File: config.mk
export PLATFORM = sky130hd
export DESIGN_NAME = cau_div_cell
export DESIGN_NICKNAME = d
export VERILOG_FILES = /design/src/rtl/cau_pkg.sv /design/src/rtl/cau_div_cell.sv
export SDC_FILE = /design/constraint.sdc
export NUM_CORES = 1
export LEC_CHECK = 0
export BUFFER_PORTS_ARGS = -buffer_cell sky130_fd_sc_hd__buf_2
export CAP_MARGIN = 20
export CORE_AREA = 4 4 309 311
export CTS_BUF_LIST = sky130_fd_sc_hd__clkbuf_2 sky130_fd_sc_hd__clkbuf_4 sky130_fd_sc_hd__clkbuf_8
export CTS_CLUSTER_DIAMETER = 50
export DETAILED_ROUTE_END_ITERATION = 12
export DIE_AREA = 0 0 313 315
export PLACE_DENSITY = 0.48
export SETUP_SLACK_MARGIN = 0.2
export SKIP_LAST_GASP = 1
export SLEW_MARGIN = 40
export SYNTH_ARGS = -nofsm -noshare
export SYNTH_HDL_FRONTEND = slang
export SYNTH_SLANG_ARGS = --single-unit
File: constraint.sdc
create_clock -name i_clk -period 6.4 [get_ports i_clk]
set_clock_uncertainty 0.2 [all_clocks]
set_input_delay 0.96 -clock i_clk [delete_from_list [all_inputs] [get_ports i_clk]]
set_output_delay 0.96 -clock i_clk [all_outputs]
set_load 0.01 [all_outputs]
File: src/rtl/cau_pkg.sv
// ----------------------------------------------------------------------------
// cau_pkg
// Shared types and constants of the complex arithmetic unit.
// ----------------------------------------------------------------------------
package cau_pkg;

    // quotient bits produced by the divider chain, one per cell
    localparam int QBITS = 33;

    typedef enum logic [1:0] {
        ACT_ADD = 2'd0,
        ACT_SUB = 2'd1,
        ACT_MUL = 2'd2,
        ACT_DIV = 2'd3
    } t_action;

    typedef struct packed {
        t_action            action;
        logic signed [31:0] lhs_real;
        logic signed [31:0] lhs_imag;
        logic signed [31:0] rhs_real;
        logic signed [31:0] rhs_imag;
    } t_in_word;

    typedef struct packed {
        logic signed [31:0] res_real;
        logic signed [31:0] res_imag;
        logic               overflow;
        logic               div_by_zero;
    } t_out_word;

    // one divide lane: partial remainder, dividend bits still to enter,
    // quotient bits so far, sign and early overflow
    typedef struct packed {
        logic [63:0]      rem;
        logic [QBITS-1:0] num;
        logic [QBITS-1:0] quo;
        logic             neg;
        logic             big;
    } t_div_lane;

    typedef struct packed {
        logic               is_div;
        logic               dz;
        logic signed [31:0] byp_real;
        logic signed [31:0] byp_imag;
        logic               byp_ovf;
        logic [63:0]        den;
        t_div_lane          re;
        t_div_lane          im;
    } t_cell_word;

endpackage

File: src/rtl/cau_div_cell.sv
// ----------------------------------------------------------------------------
// cau_div_cell
// One restoring division step for both result parts, registered.
// ----------------------------------------------------------------------------
module cau_div_cell (
    input  logic              i_clk,
    input  logic              i_rst_n,
    input  logic              i_adv,
    input  logic              i_valid,
    input  cau_pkg::t_cell_word i_word,
    output logic              o_valid,
    output cau_pkg::t_cell_word o_word
);
    import cau_pkg::*;

    function automatic t_div_lane div_step(input t_div_lane l, input logic [63:0] den);
        logic [64:0] t;
        logic        ge;
        t_div_lane   r;
        t  = {l.rem, l.num[QBITS-1]};
        ge = (t >= {1'b0, den});
        r  = l;
        r.rem = ge ? 64'(t - {1'b0, den}) : t[63:0];
        r.num = {l.num[QBITS-2:0], 1'b0};
        r.quo = {l.quo[QBITS-2:0], ge};
        return r;
    endfunction

    logic       r_vld;
    t_cell_word r_word;
    t_cell_word n_word;

    always_comb begin
        n_word    = i_word;
        n_word.re = div_step(i_word.re, i_word.den);
        n_word.im = div_step(i_word.im, i_word.den);
    end

    always_ff @(posedge i_clk) begin
        if (!i_rst_n) begin
            r_vld <= 1'b0;
        end else if (i_adv) begin
            r_vld <= i_valid;
        end
    end

    always_ff @(posedge i_clk) begin
        if (i_adv) begin
            r_word <= n_word;
        end
    end

    assign o_valid = r_vld;
    assign o_word  = r_word;

endmodule

==> summary.md <==
| Metric | Value |
|---|---|
| Final core utilization | 0.303 |
| Slowest cell on crit path | o211ai_1 |
| CTS sink cnt | 394 |
| Final setup viols | 0 |
| Worst slew pin tran | 890 ps |
| Leak | ~12 nW |
| Mapped cell area | between 0.02 and 0.025 mm2 |
| Top delay family on crit path | compound AO/OA/AOI/OAI gates |
| Placeable core area | 0.0928 mm2 |
| Clock share of power | 0.359 |
| Die Ht | 315 um |
| CP cell instances | buf_2 > inv_1 > ha_1 > nand4_1 > a21oi_1 > a211oi_1 > nor2_1 > or4b_1 > o211ai_1 > a21oi_1 > o21ai_1 > o21a_2 > clkinv_2 > buf_12 > buf_4 > nor2_1 > a21oi_1 |
| RSZ-0062 raised after global routing | no |
| Synthesized flop and latch total | around 400 |
| Commonest cells after routing, fill and taps aside | 789 x buf_2, 393 x edfxtp_1, 237 x a21oi_1 |
| Gr ovfl total | 0 |
| Starting DRT DRC Count | 1,328 |
| Initial Util | 0.225 |
| Max Clock Freq | between 150 and 200 MHz |
| Fin. Hold Viols | 0 |
| Slew margin rel. | 0.403 |
| Buffers and inverters on the worst path | 5 |
| Hold path start | i_word[140] |
| Status | finished clean |
| # nets final | 3,202 |
| R2R setup slack | 5600 ps |
| Post-synth EDFFs | a little under 400 |
| Post-Layout Inst Area | 0.0281 mm2 |
| Post-cts gate resize count | 0 |
| Final Critical Period | about 5100 ps |
| Area share of the largest cell type after synthesis | 0.566 |
| Crit path DAT | between 5000 and 6000 ps |
| Gr usage total | 0.185 |
| Final worst slack | between 1000 and 1500 ps |
| Final period util | 0.798 |
| Net Sw Frac | 0.310 |
| WP data required | roughly 6600 ps |
| DR vias | 18,000 |
| Largest net degree at the start of global routing | roughly 110 |
| Crit path launch type | input port |
| CTS Buf Count | 83 |
| Pre-antenna DRT Iters | 5 |
| Root buffer cell | clkbuf_8 |
| FF-to-FF End | o_valid |
| Die W | 313 um |
| Final setup TNS | 0 ps |
| Final Max Tran Viols | 0 |
| Hold EP | o_word[141] |
| Ys flop type | edfxtp_1 |
| Detail Route Antenna Nets | 0 |
| Min-Delay Path Class | input port to flip-flop |
| Rows | 112 |
| Share of cells above drive strength 1 | 0.363 |
| Placed cell area | 0.0264 mm2 |
| CTS tree | built |
| Setup bufs post-CTS | 0 |
| Crit-path max cell delay | 550 ps |
| Crit. End Element | flip-flop |
| Max-cap viol count | 0 |
| Commonest non-fill, non-tap cell in the layout | buf_2 |
| Net Sw Power | 2.45 mW |
| Most used cell, CP | a21oi_1 |
| Kind of critical path | input port to flip-flop |
| Worst skew pair latency | 680 ps |
| Initial antenna violation count | 50 |
| Deepest clock path buffer count | 3 |
| Maximum vdd drop | about 0.14 mV |
| Register area share after synthesis | 0.567 |
| Leading area contributor after synthesis | edfxtp_1 |
| Sequential Power Share | 0.411 |
| Clock transition at the registers of the reported paths | 60 ps |
| Avg Synthesized Cell Area | 11.4 um2 |
| Synth Warn # | 0 |
| DR DRC count | 0 |
| Vias per inst | 4.50 |
| Power per Cell Area | 281 mW/mm2 |
| Port bufs | 790 |
| CTS Hold Bufs | 0 |
| Post-DR wirelength/cell | 24.0 um |
| Combinational power share | 0.231 |
| First-pass GRT wire length | 130,000 um |
| Dpl hpwl | between 70,000 and 80,000 um |
| Top post-synthesis cells by area | edfxtp_1 57%, ha_1 7.7%, a21oi_1 5.7%, a21o_1 3.0%, nor2_1 2.9% |
| Boundary pin count | between 700 and 800 |
| Ys async rst share | 0 |
| R2R Path Start | o_valid |
| CP Max Fanout | 36 |
| Layout area overhead | 34.8% |
| Hold Crit Depth | 1 |
| Die ar. | just under 0.1 mm2 |
| Int Power | 5.46 mW |
| Cells after Synth | 1,837 |
| Setup WS pre-CTS | 589 ps |
| Routability cong. | 0.875 |
| Synth unique cells | 74 |
| WL final | 96,300 um |
| H-Tree Depth | 3 |
| Worst hold margin | around 250 ps |
| Reg2reg path depth | 2 |
| Vias in the first global route | 17,800 |
[worst max-delay path by stage]
stage,cells after the start,startpoint,end
global route,17,i_word[280],o_word[206]
CTS,17,i_word[285],o_word[226]
floorplan,13,i_word[281],o_word[204]
detailed placement,17,i_word[285],o_word[227]
finish,17,i_word[285],o_word[200]
global placement,17,i_word[278],o_word[220]
[state kept, by name, summed over array words and instances, names as in the netlist]
name     count
o_word     393
o_valid      1
[per-layer routing]
metal | track usage | vias to the layer above | routed length [um]
met2 | 0.320 | 702 | 47600
met4 | 0.0831 | 50 | 3960
met5 | 0 | - | 311
li1 | - | 8569 | -
met3 | 0.0747 | 213 | 8930
met1 | 0.198 | 8501 | 35500
[Yosys cell counts, drive strengths merged, types with 5 or more instances]
library cell  count
a211oi           10
a21boi           13
a21o             83
a21oi           238
a31oi            21
and2             12
and3             17
buf              25
clkbuf           53
edfxtp          393
ha              128
inv              90
mux2              8
mux2i             5
nand2           128
nand2b           16
nand3            22
nand4            33
nor2            159
nor2b            12
nor3             15
nor4              6
o2111ai           5
o211ai           10
o21a             15
o21ai           107
o21bai           18
o31ai             8
or2               5
or3               9
xnor2            59
xor2             56
[worst reg2reg max path, cell delays in order, from the launching register on]
cell and delay [ps]:
dfxtp_1 310, mux2i_1 130, nor2b_1 60
[cell type report]
class	instances	area, um2
Clock buffer	108	1340
Clock inverter	40	382
Fill cell	9876	64600
Multi-Input combinational cell	1276	8340
Tap cell	1254	1570
Sequential cell	394	11800
Antenna cell	19	47.5
Inverter	90	339
Timing Repair Buffer	828	4290
[power by group through the flow]
| stage | registers (mW) | clock network (mW) | logic, mW |
|---|---|---|---|
| finish | 3.25 | 2.84 | 1.82 |
| CTS | 3.25 | 2.97 | 1.86 |
| global placement | 3.29 | 0 | 1.85 |
| detailed placement | 3.30 | 0 | 1.85 |
| floorplan | 3.45 | 0 | 0.797 |
| global route | 3.27 | 3.10 | 1.98 |
[metrics by stage]
step | power [mW] | instances
final | 7.91 | 4009
after global routing | 8.35 | 4000
after CTS | 8.08 | 3990
after detailed placement | 5.14 | 3842
after global placement | 5.14 | 3842
after floorplan | 4.25 | 1838
[cell families (layout without fill, tap and decap cells)]
kind of cell,Yosys count,in the layout,share of synthesized area
other cells,1,21,0.000180
flops,394,394,0.567
xor+xnor,115,115,0.0483
mux,13,13,0.00672
simple gates,453,453,0.102
buf+inv,168,1066,0.0342
compound gates,563,563,0.164
fa+ha+maj,130,130,0.0787
Note: power is estimated with default switching activity, not from simulation.
